===== src/htif_host_target_interface_assert.svh =====
// Assertion macros for the HTIF register block.
// Used by the top level only; needs a clock and an active-low reset in scope.
`ifndef HTIF_HOST_TARGET_INTERFACE_ASSERT_SVH
`define HTIF_HOST_TARGET_INTERFACE_ASSERT_SVH

// Same-cycle implication, disabled during reset
`define HTIF_ASSERT_NOW(label, clk, rst_n, ante, cons, msg) \
	label: assert property (@(posedge clk) disable iff (!(rst_n)) (ante) |-> (cons)) \
		else $error(msg);

// Next-cycle implication, disabled during reset
`define HTIF_ASSERT_NEXT(label, clk, rst_n, ante, cons, msg) \
	label: assert property (@(posedge clk) disable iff (!(rst_n)) (ante) |=> (cons)) \
		else $error(msg);

`endif


===== src/htif_pkg.sv =====
// Shared types and codes for the HTIF register block.
// No dependencies; used by the channel interfaces and the top level.
package htif_pkg;

	// Field widths
	localparam int unsigned WORD_W   = 64;
	localparam int unsigned OFFSET_W = 12;
	localparam int unsigned SIZE_W   = 2;
	localparam int unsigned CHAR_W   = 8;
	localparam int unsigned STATUS_W = 2;

	typedef logic [1:0]          cfg_idx_t;
	typedef logic [WORD_W-1:0]   word_t;
	typedef logic [OFFSET_W-1:0] offset_t;
	typedef logic [SIZE_W-1:0]   size_t;
	typedef logic [CHAR_W-1:0]   char_t;
	typedef logic [STATUS_W-1:0] status_t;

	// Configuration register indexes
	localparam cfg_idx_t REG_HALT_MASK    = 2'd0;
	localparam cfg_idx_t REG_CONSOLE_MASK = 2'd1;
	localparam cfg_idx_t REG_YIELD_MASK   = 2'd2;
	localparam cfg_idx_t REG_SUPPRESS     = 2'd3;

	// Access opcodes and sizes
	localparam logic  OP_READ   = 1'b0;
	localparam size_t SIZE_WORD = 2'd3;

	// Register offsets
	localparam offset_t OFF_TOHOST   = 12'd0;
	localparam offset_t OFF_FROMHOST = 12'd8;
	localparam offset_t OFF_IHALT    = 12'd16;
	localparam offset_t OFF_ICONSOLE = 12'd24;
	localparam offset_t OFF_IYIELD   = 12'd32;

	// Devices and commands
	localparam int unsigned DEV_HALT    = 0;
	localparam int unsigned DEV_CONSOLE = 1;
	localparam int unsigned DEV_YIELD   = 2;
	localparam int unsigned CMD_HALT    = 0;
	localparam int unsigned CON_GETCHAR = 0;
	localparam int unsigned CON_PUTCHAR = 1;
	localparam int unsigned YLD_AUTO    = 0;
	localparam int unsigned YLD_MANUAL  = 1;

	// Response status codes
	localparam status_t ST_OK    = 2'd0;
	localparam status_t ST_FAULT = 2'd1;
	localparam status_t ST_HALT  = 2'd2;
	localparam status_t ST_YIELD = 2'd3;

	// Reset value of the halt enable mask
	localparam word_t HALT_MASK_RESET = 64'd1;

endpackage


===== src/htif_ifs.sv =====
// Valid/ready channel interfaces for HTIF bus accesses and their responses.
// Depends on htif_pkg for field types.
interface htif_req_if;
	import htif_pkg::*;

	logic    valid;
	logic    ready;
	logic    opcode;
	offset_t byte_offset;
	size_t   size_log2;
	word_t   write_data;
	logic    console_in_valid;
	char_t   console_in_char;

	modport source (output valid, opcode, byte_offset, size_log2, write_data,
		console_in_valid, console_in_char, input ready);
	modport sink (input valid, opcode, byte_offset, size_log2, write_data,
		console_in_valid, console_in_char, output ready);
endinterface

interface htif_rsp_if;
	import htif_pkg::*;

	logic    valid;
	logic    ready;
	word_t   read_data;
	status_t status;
	logic    console_out_valid;
	char_t   console_out_char;
	logic    halt_flag;
	logic    manual_yield_flag;
	logic    auto_yield_flag;

	modport source (output valid, read_data, status, console_out_valid, console_out_char,
		halt_flag, manual_yield_flag, auto_yield_flag, input ready);
	modport sink (input valid, read_data, status, console_out_valid, console_out_char,
		halt_flag, manual_yield_flag, auto_yield_flag, output ready);
endinterface


===== src/htif_host_target_interface.sv =====
// HTIF register block: input register, then decode into the response and state
// registers; the response is valid once a decoded access is loaded into them.
// Throughput: one access per cycle unless stalled; the response register and input stage
// advance together, so a stalled response holds only the stage behind it.
// Reset (arst_n low, asynchronous): pipeline empty, tohost/fromhost and flags
// cleared, halt mask 1, other masks and putchar suppression 0.
`include "htif_host_target_interface_assert.svh"

module htif_host_target_interface #(
	parameter int unsigned DEVICE_SHIFT  = 56,
	parameter int unsigned COMMAND_SHIFT = 48
) (
	input  logic              clk,
	input  logic              arst_n,
	htif_req_if.sink          req,
	htif_rsp_if.source        rsp,
	input  logic              cfg_we,
	input  htif_pkg::cfg_idx_t cfg_index,
	input  htif_pkg::word_t   cfg_data
);
	import htif_pkg::*;

	localparam int unsigned DEV_W = WORD_W - DEVICE_SHIFT;
	localparam int unsigned CMD_W = DEVICE_SHIFT - COMMAND_SHIFT;
	localparam int unsigned DAT_W = COMMAND_SHIFT;

	// Configuration registers
	word_t halt_mask_q, console_mask_q, yield_mask_q;
	logic  suppress_q;

	// Architectural state
	word_t tohost_q, fromhost_q;
	logic  halted_q, yield_manual_q, yield_auto_q;

	// Input stage
	logic    valid_s1;
	logic    opcode_s1;
	offset_t offset_s1;
	size_t   size_s1;
	word_t   wdata_s1;
	logic    cin_valid_s1;
	char_t   cin_char_s1;

	// Response register
	logic    rsp_valid_q;
	word_t   rdata_q;
	status_t status_q;
	logic    cout_valid_q;
	char_t   cout_char_q;

	// Decode results
	word_t   rdata_d, tohost_d, fromhost_d;
	status_t status_d;
	logic    cout_valid_d;
	char_t   cout_char_d;
	logic    halted_d, yield_manual_d, yield_auto_d;

	logic [DEV_W-1:0] dev;
	logic [CMD_W-1:0] cmd;
	logic [DAT_W-1:0] dat;
	logic [CHAR_W:0]  getchar_val;
	logic             advance;

	// Stage moves when the response slot is free or being emptied
	assign advance   = valid_s1 && (!rsp_valid_q || rsp.ready);
	assign req.ready = !valid_s1 || advance;

	// Configuration writes
	always_ff @(posedge clk or negedge arst_n) begin
		if (!arst_n) begin
			halt_mask_q    <= HALT_MASK_RESET;
			console_mask_q <= '0;
			yield_mask_q   <= '0;
			suppress_q     <= 1'b0;
		end else if (cfg_we) begin
			unique case (cfg_index)
				REG_HALT_MASK:    halt_mask_q    <= cfg_data;
				REG_CONSOLE_MASK: console_mask_q <= cfg_data;
				REG_YIELD_MASK:   yield_mask_q   <= cfg_data;
				REG_SUPPRESS:     suppress_q     <= cfg_data[0];
			endcase
		end
	end

	// Input stage valid
	always_ff @(posedge clk or negedge arst_n) begin
		if (!arst_n) begin
			valid_s1 <= 1'b0;
		end else if (req.ready) begin
			valid_s1 <= req.valid;
		end
	end

	// Input stage payload
	always_ff @(posedge clk) begin
		if (req.valid && req.ready) begin
			opcode_s1    <= req.opcode;
			offset_s1    <= req.byte_offset;
			size_s1      <= req.size_log2;
			wdata_s1     <= req.write_data;
			cin_valid_s1 <= req.console_in_valid;
			cin_char_s1  <= req.console_in_char;
		end
	end

	// tohost word fields
	assign dev         = wdata_s1[WORD_W-1:DEVICE_SHIFT];
	assign cmd         = wdata_s1[DEVICE_SHIFT-1:COMMAND_SHIFT];
	assign dat         = wdata_s1[COMMAND_SHIFT-1:0];
	assign getchar_val = cin_valid_s1 ? ({1'b0, cin_char_s1} + (CHAR_W+1)'(1)) : '0;

	// Access decode and command execution
	always_comb begin
		rdata_d        = '0;
		status_d       = ST_OK;
		cout_valid_d   = 1'b0;
		cout_char_d    = '0;
		tohost_d       = tohost_q;
		fromhost_d     = fromhost_q;
		halted_d       = halted_q;
		yield_manual_d = yield_manual_q;
		yield_auto_d   = yield_auto_q;
		if (size_s1 != SIZE_WORD) begin
			status_d = ST_FAULT;
		end else if (opcode_s1 == OP_READ) begin
			unique case (offset_s1)
				OFF_TOHOST:   rdata_d = tohost_q;
				OFF_FROMHOST: rdata_d = fromhost_q;
				OFF_IHALT:    rdata_d = halt_mask_q;
				OFF_ICONSOLE: rdata_d = console_mask_q;
				OFF_IYIELD:   rdata_d = yield_mask_q;
				default:      status_d = ST_FAULT;
			endcase
		end else if (offset_s1 == OFF_FROMHOST) begin
			fromhost_d = wdata_s1;
		end else if (offset_s1 == OFF_TOHOST) begin
			tohost_d = wdata_s1;
			priority if (dev == (DEV_W)'(DEV_HALT)) begin
				// halt needs only data bit 0; no acknowledgement
				if (cmd == (CMD_W)'(CMD_HALT) && dat[0]) begin
					halted_d = 1'b1;
					status_d = ST_HALT;
				end
			end else if (dev == (DEV_W)'(DEV_CONSOLE)) begin
				if (cmd == (CMD_W)'(CON_PUTCHAR) && console_mask_q[CON_PUTCHAR]) begin
					cout_valid_d = !suppress_q;
					cout_char_d  = suppress_q ? '0 : dat[CHAR_W-1:0];
					fromhost_d   = {dev, cmd, (DAT_W)'(0)};
				end else if (cmd == (CMD_W)'(CON_GETCHAR) && console_mask_q[CON_GETCHAR]) begin
					fromhost_d = {dev, cmd, (DAT_W)'(getchar_val)};
				end
			end else if (dev == (DEV_W)'(DEV_YIELD)) begin
				if (cmd == (CMD_W)'(YLD_MANUAL) && yield_mask_q[YLD_MANUAL]) begin
					yield_manual_d = 1'b1;
					status_d       = ST_YIELD;
					fromhost_d     = {dev, cmd, (DAT_W)'(0)};
				end else if (cmd == (CMD_W)'(YLD_AUTO) && yield_mask_q[YLD_AUTO]) begin
					yield_auto_d = 1'b1;
					status_d     = ST_YIELD;
					fromhost_d   = {dev, cmd, (DAT_W)'(0)};
				end
			end else begin
				// unknown device: tohost stored only
			end
		end else begin
			status_d = ST_FAULT;
		end
	end

	// State and response valid
	always_ff @(posedge clk or negedge arst_n) begin
		if (!arst_n) begin
			tohost_q       <= '0;
			fromhost_q     <= '0;
			halted_q       <= 1'b0;
			yield_manual_q <= 1'b0;
			yield_auto_q   <= 1'b0;
			rsp_valid_q    <= 1'b0;
		end else begin
			if (advance) begin
				tohost_q       <= tohost_d;
				fromhost_q     <= fromhost_d;
				halted_q       <= halted_d;
				yield_manual_q <= yield_manual_d;
				yield_auto_q   <= yield_auto_d;
			end
			if (advance) begin
				rsp_valid_q <= 1'b1;
			end else if (rsp.ready) begin
				rsp_valid_q <= 1'b0;
			end
		end
	end

	// Response payload
	always_ff @(posedge clk) begin
		if (advance) begin
			rdata_q      <= rdata_d;
			status_q     <= status_d;
			cout_valid_q <= cout_valid_d;
			cout_char_q  <= cout_char_d;
		end
	end

	assign rsp.valid             = rsp_valid_q;
	assign rsp.read_data         = rdata_q;
	assign rsp.status            = status_q;
	assign rsp.console_out_valid = cout_valid_q;
	assign rsp.console_out_char  = cout_char_q;
	assign rsp.halt_flag         = halted_q;
	assign rsp.manual_yield_flag = yield_manual_q;
	assign rsp.auto_yield_flag   = yield_auto_q;

	// Checks
	`HTIF_ASSERT_NEXT(a_stall_holds_state, clk, arst_n, rsp_valid_q && !rsp.ready,
		$stable(tohost_q) && $stable(fromhost_q), "state changed under a stalled response")
	`HTIF_ASSERT_NEXT(a_bad_size_no_effect, clk, arst_n, advance && (size_s1 != SIZE_WORD),
		$stable(tohost_q) && $stable(fromhost_q) && status_q == ST_FAULT, "wrong size had effect")
	`HTIF_ASSERT_NOW(a_halt_status_flag, clk, arst_n, rsp_valid_q && status_q == ST_HALT,
		halted_q, "halt status without halted flag")
	`HTIF_ASSERT_NEXT(a_halt_sticky, clk, arst_n, halted_q, halted_q, "halted flag cleared")

endmodule


===== src/flat_wrapper.sv =====
// flat-port wrapper written by rule: the top's interface ports become plain ports
module htif_host_target_interface_flat import htif_pkg::*;
#(
	parameter int unsigned DEVICE_SHIFT  = 56,
	parameter int unsigned COMMAND_SHIFT = 48
)
  (clk, arst_n, cfg_we, cfg_index, cfg_data, req_valid, req_opcode, req_byte_offset, req_size_log2, req_write_data, req_console_in_valid, req_console_in_char, req_ready, rsp_valid, rsp_read_data, rsp_status, rsp_console_out_valid, rsp_console_out_char, rsp_halt_flag, rsp_manual_yield_flag, rsp_auto_yield_flag, rsp_ready);
  htif_req_if req_i ();
  htif_rsp_if rsp_i ();
  input  logic clk;
  input  logic arst_n;
  input  logic cfg_we;
  input  htif_pkg::cfg_idx_t cfg_index;
  input  htif_pkg::word_t cfg_data;
  input wire logic [$bits(req_i.valid)-1:0] req_valid;
  input wire logic [$bits(req_i.opcode)-1:0] req_opcode;
  input wire logic [$bits(req_i.byte_offset)-1:0] req_byte_offset;
  input wire logic [$bits(req_i.size_log2)-1:0] req_size_log2;
  input wire logic [$bits(req_i.write_data)-1:0] req_write_data;
  input wire logic [$bits(req_i.console_in_valid)-1:0] req_console_in_valid;
  input wire logic [$bits(req_i.console_in_char)-1:0] req_console_in_char;
  output wire logic [$bits(req_i.ready)-1:0] req_ready;
  output wire logic [$bits(rsp_i.valid)-1:0] rsp_valid;
  output wire logic [$bits(rsp_i.read_data)-1:0] rsp_read_data;
  output wire logic [$bits(rsp_i.status)-1:0] rsp_status;
  output wire logic [$bits(rsp_i.console_out_valid)-1:0] rsp_console_out_valid;
  output wire logic [$bits(rsp_i.console_out_char)-1:0] rsp_console_out_char;
  output wire logic [$bits(rsp_i.halt_flag)-1:0] rsp_halt_flag;
  output wire logic [$bits(rsp_i.manual_yield_flag)-1:0] rsp_manual_yield_flag;
  output wire logic [$bits(rsp_i.auto_yield_flag)-1:0] rsp_auto_yield_flag;
  input wire logic [$bits(rsp_i.ready)-1:0] rsp_ready;
  assign req_i.valid = req_valid;
  assign req_i.opcode = req_opcode;
  assign req_i.byte_offset = req_byte_offset;
  assign req_i.size_log2 = req_size_log2;
  assign req_i.write_data = req_write_data;
  assign req_i.console_in_valid = req_console_in_valid;
  assign req_i.console_in_char = req_console_in_char;
  assign req_ready = req_i.ready;
  assign rsp_valid = rsp_i.valid;
  assign rsp_read_data = rsp_i.read_data;
  assign rsp_status = rsp_i.status;
  assign rsp_console_out_valid = rsp_i.console_out_valid;
  assign rsp_console_out_char = rsp_i.console_out_char;
  assign rsp_halt_flag = rsp_i.halt_flag;
  assign rsp_manual_yield_flag = rsp_i.manual_yield_flag;
  assign rsp_auto_yield_flag = rsp_i.auto_yield_flag;
  assign rsp_i.ready = rsp_ready;
  htif_host_target_interface #(.DEVICE_SHIFT(DEVICE_SHIFT), .COMMAND_SHIFT(COMMAND_SHIFT)) u_core (.clk(clk), .arst_n(arst_n), .req(req_i), .rsp(rsp_i), .cfg_we(cfg_we), .cfg_index(cfg_index), .cfg_data(cfg_data));
endmodule

===== config.mk =====
export PLATFORM = sky130hd
export DESIGN_NAME = htif_host_target_interface_flat
export DESIGN_NICKNAME = d
export VERILOG_FILES = /design/src/htif_pkg.sv /design/src/htif_ifs.sv /design/src/htif_host_target_interface.sv /design/src/flat_wrapper.sv
export VERILOG_INCLUDE_DIRS = /design/src /design/src/src
export SDC_FILE = /design/constraint.sdc
export NUM_CORES = 1
export LEC_CHECK = 0
export ABC_AREA = 1
export ABC_CLOCK_PERIOD_IN_PS = 4200
export BUFFER_PORTS_ARGS = -buffer_cell sky130_fd_sc_hd__buf_2
export CAP_MARGIN = 20
export CORE_MARGIN = 10
export CORE_UTILIZATION = 45
export DETAILED_ROUTE_END_ITERATION = 10
export HOLD_SLACK_MARGIN = 0.12
export PLACE_DENSITY = 0.6
export SETUP_SLACK_MARGIN = 0.15
export SLEW_MARGIN = 20
export SYNTH_ARGS = -nofsm -noshare
export SYNTH_HDL_FRONTEND = slang
export SYNTH_SLANG_ARGS = --single-unit

===== constraint.sdc =====
create_clock -name clk -period 4.2 [get_ports clk]
set_input_delay 0.84 -clock clk [delete_from_list [all_inputs] [get_ports clk]]
set_output_delay 0.84 -clock clk [all_outputs]
set_load 0.005 [all_outputs]

# Yosys cells after proc, flatten, opt, wreduce, memory -nomap -nowiden
# Cells that the tools add are included.
[classes] addsub=1 n_eq_ne=13 n_mux=23 bitwise_logic=8 n_reduce_logical=33
[op_table] cell="$mux 64" count=9
[op_table] cell="$pmux 64 s5" count=1
[op_table] cell="$eq 12x5->1 const B" count=2
[op_table] cell="$mux 2" count=9
[op_table] cell="$eq 8x1->1 const B" count=2
[op_table] cell="$logic_not 8->1" count=2
[op_table] cell="$eq 12x4->1 const B" count=1
[op_table] cell="$eq 12x6->1 const B" count=1
[op_table] cell="$logic_not 12->1" count=1
[op_table] cell="$reduce_and 10->1" count=1
[op_table] cell="$add 8x1->9 const B" count=1
[op_table] cell="$mux 9" count=1
[op_table] cell="$reduce_and 9->1" count=1
[op_table] cell="$eq 8x2->1 const B" count=1
[op_table] cell="$not 1->1" count=8
[op_table] cell="$reduce_and 2->1" count=4
[op_table] cell="$reduce_and 8->1" count=1
[op_table] cell="$reduce_or 8->1" count=1
[op_table] cell="$logic_and 1x1->1" count=7
[op_table] cell="$reduce_and 7->1" count=1
[op_table] cell="$reduce_or 7->1" count=1
[op_table] cell="$reduce_and 5->1" count=1
[op_table] cell="$reduce_or 5->1" count=1
[op_table] cell="$eq 2x2->1 const B" count=2
[op_table] cell="12 further kinds" count=18
[word_totals] register_bits=489 in_bits=159 out_inout_bits=80 word_cells=99

# Logic depth before layout (Yosys ltp)
# Gate-level depths: netlist (run 1).
[logic_depth] word_depth=10 mapped_depth=13 mapped_depth_nobuf=12

# Worst setup path after synthesis (run 1)
# OpenSTA, ideal clock, no wires.
[synth_timing] path_type="input port to flip-flop" start="in rsp_ready" end="reg u_core.fromhost_q[10]" setup_time_ns=0.116 arrival_ns=3.390 required_time_ns=4.084 path_slack_ns=0.693 stages=10 path_buffers=1 cell_sequence="inv_1 > nand2_1 > nand2_1 > inv_1 > nand2_1 > a21oi_1 > nand2_2 > buf_2 > nand2_1 > nand2_1"
[synth_via] elab_chain_len=3
[synth_rtl] element="start: declaration" line_no="flat_wrapper.sv:31" text="input wire logic [$bits(rsp_i.ready)-1:0] rsp_ready;"
[synth_rtl] element="$logic_or 1x1->1" line_no="htif_host_target_interface.sv:65" text="assign advance = valid_s1 && (!rsp_valid_q || rsp.ready);"
[synth_rtl] element="$logic_and 1x1->1" line_no="htif_host_target_interface.sv:65"
[synth_rtl] element="net u_core.advance" line_no="htif_host_target_interface.sv:62" text="logic advance;"
[synth_rtl] element="$reduce_and 8->1 (no source line)"
[synth_rtl] element="end signal: assignment" line_no="htif_host_target_interface.sv:182" text="fromhost_q <= fromhost_d;"
[synth_rtl] element="end: declaration" line_no="htif_host_target_interface.sv:32" text="word_t tohost_q, fromhost_q;"
# The timed path passes the listed nets, and every way through them passes these cells.
# A chain may end at the register's enable or synchronous reset.

# Worst setup path after layout (run 1)
[layout_timing] start="reg u_core.offset_s1[1]" end="reg u_core.yield_manual_q (netlist: u_core.rsp.manual_yield_flag)"
[layout_via] elab_chain_len=3 elab_cells_between_ends=4 cone_classes="1 x eq/ne; 1 x bitwise; 2 x reduce/logical"
[layout_rtl] element="start: declaration" line_no="htif_host_target_interface.sv:38" text="offset_t offset_s1;"
[layout_rtl] element="start signal: assignment" line_no="htif_host_target_interface.sv:98" text="offset_s1 <= req.byte_offset;"
[layout_rtl] element="$eq 12x4->1" line_no="htif_host_target_interface.sv:134" text="end else if (offset_s1 == OFF_FROMHOST) begin"
[layout_rtl] element="$not 1->1 (no source line)"
[layout_rtl] element="$reduce_and 9->1 (no source line) (*)"
[layout_rtl] element="end signal: assignment" line_no="htif_host_target_interface.sv:184" text="yield_manual_q <= yield_manual_d;"
[layout_rtl] element="end: declaration" line_no="htif_host_target_interface.sv:33" text="logic halted_q, yield_manual_q, yield_auto_q;"
# Mark *: on every way between the ends. The rest lies on a longest branch, timed or not.

==> impl_metrics.toml, run 1 <==
[synthesis]
synth_top_family_by_area = "simple AND/OR/NAND/NOR gates"
ys_seq_elements = 489
synthAdderAreaFrac_pct = 0.0616
synth.distinct_cells = 32
synth-simple-area-share_pct = 22.5
syn_area_sq_mm = 0.0203
synthMuxAreaShare_pct = 0
syn_nets = 2368
ys_seq_area_share_pct = 64.2
syn_area_per_cell_sq_um = 9.20
synth-compound-area-share_pct = 7.17
ys_warn_count = 0
synth_xor_area_share_pct = 0.129
postSynthCellCount = 2208

[floorplanning]
initial_core_util_pct = 45.8
die_x_um = 233
die_y_um = 233
coreArea_sq_mm = 0.0444
pin_count = 239
die-area_sq_mm = 0.0541
rows = 77

[drt]
drtAntennaViolNets = 0
drt-pass1-iter-count = 5
drc = 0
viasPerCell = 5.13
drt_iter0_markers = 1307
drt_wl_total_mm = 56.9
route.vias.total = 15644
wire_per_inst_um = 18.7

[clock_network]
cts-hold-fix-buffers = 0
postCtsSetupBuffers = 0
clk_latency_ps = 600
clk_pin_slew_worst_paths_ps = 60
cts_sinks = 489
numCtsBuffers = 53
htree_levels = 2
postCtsResizedCells = 0
cts_tree = "done"
clock_path_buffers = 3
cts-root-buf = "clkbuf_16"

[final_layout]
drive_above_1_share_pct = 14.8
fin_cells = 3049
fin_nets = 2572
mostFrequentLayoutCells = "nand2_1, dfrtp_1, o21ai_0"
layout_commonest_cell = "nand2_1"
antenna_cells = 0
final_area_sq_mm = 0.0238
fin_util_pct = 53.6
syn2layout_area_growth_pct = 17.2
nFillCells = 4100

[sta]
max_freq_mhz = 328
worstMarginPinSlew_ps = 1020
setup-violations-final = 0
finalClockSkew_ps = 14.1
hold_violations = 0
rsz0062_at_grt = "false"
post-route-period-util_pct = 72.6
fin_crit_ps = 3050
slew_violations = 0
tns_ps = 0
slew-limit-headroom_pct = 31.9

[worst_hold_path]
hp-class = "in -> async"

[power]
p_leak_nw = 11.4
p_per_area_mw_per_mm2 = 464
total_power_mw = 11.0
vdd_drop_max_v = 0.000336

[grt]
grt_first_pass_wirelength_mm = 90.4
grt_overflow = 0
grt_use_total_pct = 21.3
antenna_found_initial = 0
grt_max_degree = 103
grt_pass1_vias = 16026

[setup_path]
cp_data_arrival_time_ps = 3570
reg2reg_depth = 10
r2r-start = "u_core.offset_s1[1]"
endpoint_kind = "flop"
crit_path_max_fanout = 51
worstSetupPathType = "reg -> reg"
r2r_setup_slack_ps = 1150
required_ps = 4720
worstSetupStartpointType = "flop"
timing.rr.end = "u_core.rsp.manual_yield_flag"

[outcome]
status = "completed"

[placed_design]
hpwl_mm = 34.8
finalWeightedCongestion = 0.842
dpl_cell_area_sq_mm = 0.0221
dp_cells = 2949
port_buffers = 238

[flow_run]
drv_cap = 0
[cell usage after synthesis (all sizes together)]
library cell  number  area (sq um)
nand2            795          2990
dfrtp            325          8130
o21ai            278          1390
inv              174           653
nor2             174           683
edfxtp           163          4890
nand3            154           781
clkbuf            70           264
buf               44           287
nand4             10          62.6
a21oi              4          20.0
nor3               4          36.3
o21bai             4          30.0
nor3b              2          20.0
o211ai             2          15.0
xor2               2          17.5
dfstp              1          26.3
ha                 1          12.5
xnor2              1          8.76
[how the worst max path moves through the flow]
stage                        startpoint  cells past startpoint  slack, ps                           end
floorplan                     rsp_ready                     10        690         u_core.fromhost_q[10]
global placement              rsp_ready                     10       1240         u_core.fromhost_q[60]
detailed placement  u_core.offset_s1[1]                     10       1180  u_core.rsp.manual_yield_flag
CTS                 u_core.offset_s1[1]                     10       1170  u_core.rsp.manual_yield_flag
global route        u_core.offset_s1[1]                     10        810  u_core.rsp.manual_yield_flag
finish              u_core.offset_s1[1]                     10       1150  u_core.rsp.manual_yield_flag
[sequential cells by signal (all words and copies together), names as in the netlist]
signal and flops:
u_core.fromhost_q 64, u_core.yield_mask_q 64, u_core.valid_s1 1, u_core.tohost_q 64, u_core.console_mask_q 64, u_core.halt_mask_q 64, u_core.rsp.console_out_valid 1, u_core.rsp.valid 1
u_core.rsp.manual_yield_flag 1, u_core.rsp.status 2, u_core.rsp.console_out_char 8, u_core.cin_char_s1 8, u_core.suppress_q 1, u_core.rsp.auto_yield_flag 1, u_core.rsp.halt_flag 1, u_core.opcode_s1 1
u_core.size_s1 2, u_core.rsp.read_data 64, u_core.cin_valid_s1 1, u_core.wdata_s1 64, u_core.offset_s1 12
[cell type report]
type | count | area, sq um | share of cell area (%)
sequential | 489 | 13100 | 54.8
clock inverter | 11 | 109 | 0.457
inverter | 174 | 662 | 2.78
timing repair buffer | 263 | 1480 | 6.20
tap | 592 | 741 | 3.11
clock buffer | 89 | 1640 | 6.86
multi-input combinational | 1431 | 6150 | 25.8
[per-layer routing]
layer	vias to the layer above	routed length, um	part of all wire (%)	track usage (%)
met5	-	0	0	0
met4	0	1350	2.4	6.65
met3	79	3790	6.7	4.02
met2	504	26500	47	34.3
met1	7596	25300	44	28.6
li1	7465	-	-	-
[critical path, stage by stage, from the launching register on]
cell,delay [ps]
edfxtp_1,390
nor2_1,160
nand2_1,150
nor2_4,530
nand2_1,240
clkinv_2,310
nand2_2,130
nor2_4,120
buf_4,610
nand2_1,160
o21bai_1,170
[logic make-up (layout without fill, tap and decap cells)]
family	after synthesis	in the layout
AO/OA/AOI/OAI	288	288
XOR/XNOR	3	3
adder cells (fa/ha/maj)	1	1
buffers and inverters	288	537
flip-flops	489	489
AND/OR/NAND/NOR	1139	1139
[power by group]
group          switching [mW]  total [mW]  internal, mW  leakage, nW
clock                    1.86        4.62          2.76        0.851
sequential              0.240        5.65          5.41         5.86
combinational           0.500       0.767         0.267         4.68
[stage by stage]
stage / setup WS [ps] / hold WS, ps
detailed placement: 1180 / 459
floorplan: 693 / 442
global route: 807 / 270
CTS: 1170 / 244
global placement: 1240 / 454
finish: 1150 / 227
Note: power is estimated with default switching activity, not from simulation.
==> inputs of run 2 (changes only) <==
ABC_CLOCK_PERIOD_IN_PS = 3200   (was 4200)
clock period = 3.2 ns   (was 4.2 ns; I/O delays follow)
==> run 2 against run 1 <==
  * First-iteration DRC count increased by 11%
  * Sequential cell count unchanged
  * Cell area rose by 0.35%
  * Sequential power is 31% higher
  * Die area unchanged
  * Fmax is 18% higher
  * Critical path type unchanged
==> impl_metrics.toml, run 2 (same netlist as run 1, synthesis figures left out) <==
[final_layout]
drive_above_1_share_pct = 14.9
final_area_sq_mm = 0.0239
nFillCells = 4027
layout_commonest_cell = "nand2_1"
fin_nets = 2582
mostFrequentLayoutCells = "nand2_1, dfrtp_1, o21ai_0"
multi_input_area_sq_mm = 0.00615
antenna_cells = 0
seq_area_sq_mm = 0.0131
syn2layout_area_growth_pct = 17.6

[sta]
layout_setup_ws_ps = 612
tns_ps = 0
rsz0062_at_grt = "false"
post-route-period-util_pct = 80.9
worstMarginPinSlew_ps = 982
finalClockSkew_ps = 18.4
slew-limit-headroom_pct = 34.5
setup-violations-final = 0
fin_crit_ps = 2590
slew_violations = 0
hold_violations = 0
max_freq_mhz = 386

[drt]
drt_iter0_markers = 1451
viasPerCell = 5.09
route.vias.total = 15565
drc = 0
drt-pass1-iter-count = 6
drt_wl_total_mm = 56.5
wire_per_inst_um = 18.5
drtAntennaViolNets = 0

[setup_path]
worstSetupPathType = "reg -> reg"
reg2reg_depth = 11
cp_data_arrival_time_ps = 3100
required_ps = 3710
worstSetupStartpointType = "flop"
crit_path_max_fanout = 49
endpoint_kind = "flop"

[worst_hold_path]
hp-class = "in -> reg"
hold_depth = 1

[clock_network]
htree_levels = 2
postCtsSetupBuffers = 0
clk_latency_ps = 590
cts_sinks = 489
numCtsBuffers = 52
clock_path_buffers = 3
clk_pin_slew_worst_paths_ps = 60
cts_tree = "done"
cts-root-buf = "clkbuf_16"

[power]
total_power_mw = 14.3
combPwrFrac_pct = 7.1
p_int_mw = 10.9
p_per_area_mw_per_mm2 = 598
p_clk_share_pct = 41.0
p_switching_mw = 3.36
switching_share_pct = 23.5
p_leak_nw = 11.4
vdd_drop_max_v = 0.000380
pwr-share-seq_pct = 51.9

[grt]
grt_overflow = 0
grt_use_total_pct = 21.0
grt_pass1_vias = 15873
grt_max_degree = 75
grt_first_pass_wirelength_mm = 89.5
antenna_found_initial = 0

[floorplanning]
rows = 77
coreArea_sq_mm = 0.0444
die_x_um = 233
initial_core_util_pct = 45.8
die_y_um = 233
die-area_sq_mm = 0.0541
pin_count = 239

[placed_design]
dpl_cell_area_sq_mm = 0.0222
hpwl_mm = 35.4
pre_cts_ws_ps = 592
port_buffers = 238
finalWeightedCongestion = 0.827

[outcome]
status = "completed"

[flow_run]
drv_cap = 0
run 2: final timing paths:
kind | from | slack [ps] | to
worst max-delay path | u_core.offset_s1[1] | 610 | u_core.rsp.auto_yield_flag
worst min-delay path | req_write_data[49] | 230 | u_core.wdata_s1[49]
worst max register to register | u_core.offset_s1[1] | 610 | u_core.rsp.auto_yield_flag
worst min register to register | u_core.tohost_q[24] | 470 | u_core.tohost_q[24]
max in group asynchronous | arst_n | 1740 | u_core.fromhost_q[11]
min in group asynchronous | arst_n | 620 | u_core.yield_mask_q[42]
run 2: timing repair:
action,in CTS,in global routing
resized for setup,0,0
hold endpoints to repair,61,0
hold buffers,1,0
run 2: worst max-delay path, cell delays in order, from the launching register on:
cell and delay, ps:
edfxtp_1 400, nor2_1 160, nand2_1 160, nor2_4 290
nand2_1 170, inv_2 110, buf_12 270, nand2_2 130
nor2_4 130, buf_4 380, nand2_1 140, o21bai_1 160
run 2: metrics by stage:
stage               hold slack, ps  util (%)  cells
floorplan                      344         -   2208
global placement               453      50.1   2959
detailed placement             459      50.1   2959
CTS                            190      53.8   3056
global route                   194      53.8   3056
finish                         226      53.8   3056
run 2: final cells by class:
class	instances	share of cell area, %
sequential	489	54.6
multi-input combinational	1431	25.7
timing repair buffer	274	6.90
clock buffer	86	6.53
tap	592	3.10
inverter	174	2.76
clock inverter	10	0.403
run 2: power groups by stage:
stage / combinational [mW] / sequential [mW] / clock, mW
detailed placement: 1.03 / 7.51 / 0
finish: 1.02 / 7.41 / 5.86
global placement: 1.00 / 7.50 / 0
floorplan: 0.503 / 7.46 / 0
CTS: 1.04 / 7.41 / 5.99
global route: 1.18 / 7.47 / 6.24
run 2: metal layers:
layer  GRT usage (%)  up-vias  wire (um)
met4            6.17        0       1220
met3            3.94       82       3890
met1            28.2     7490      24900
met5               0        -          0
met2            34.1      499      26500
li1                -     7494          -
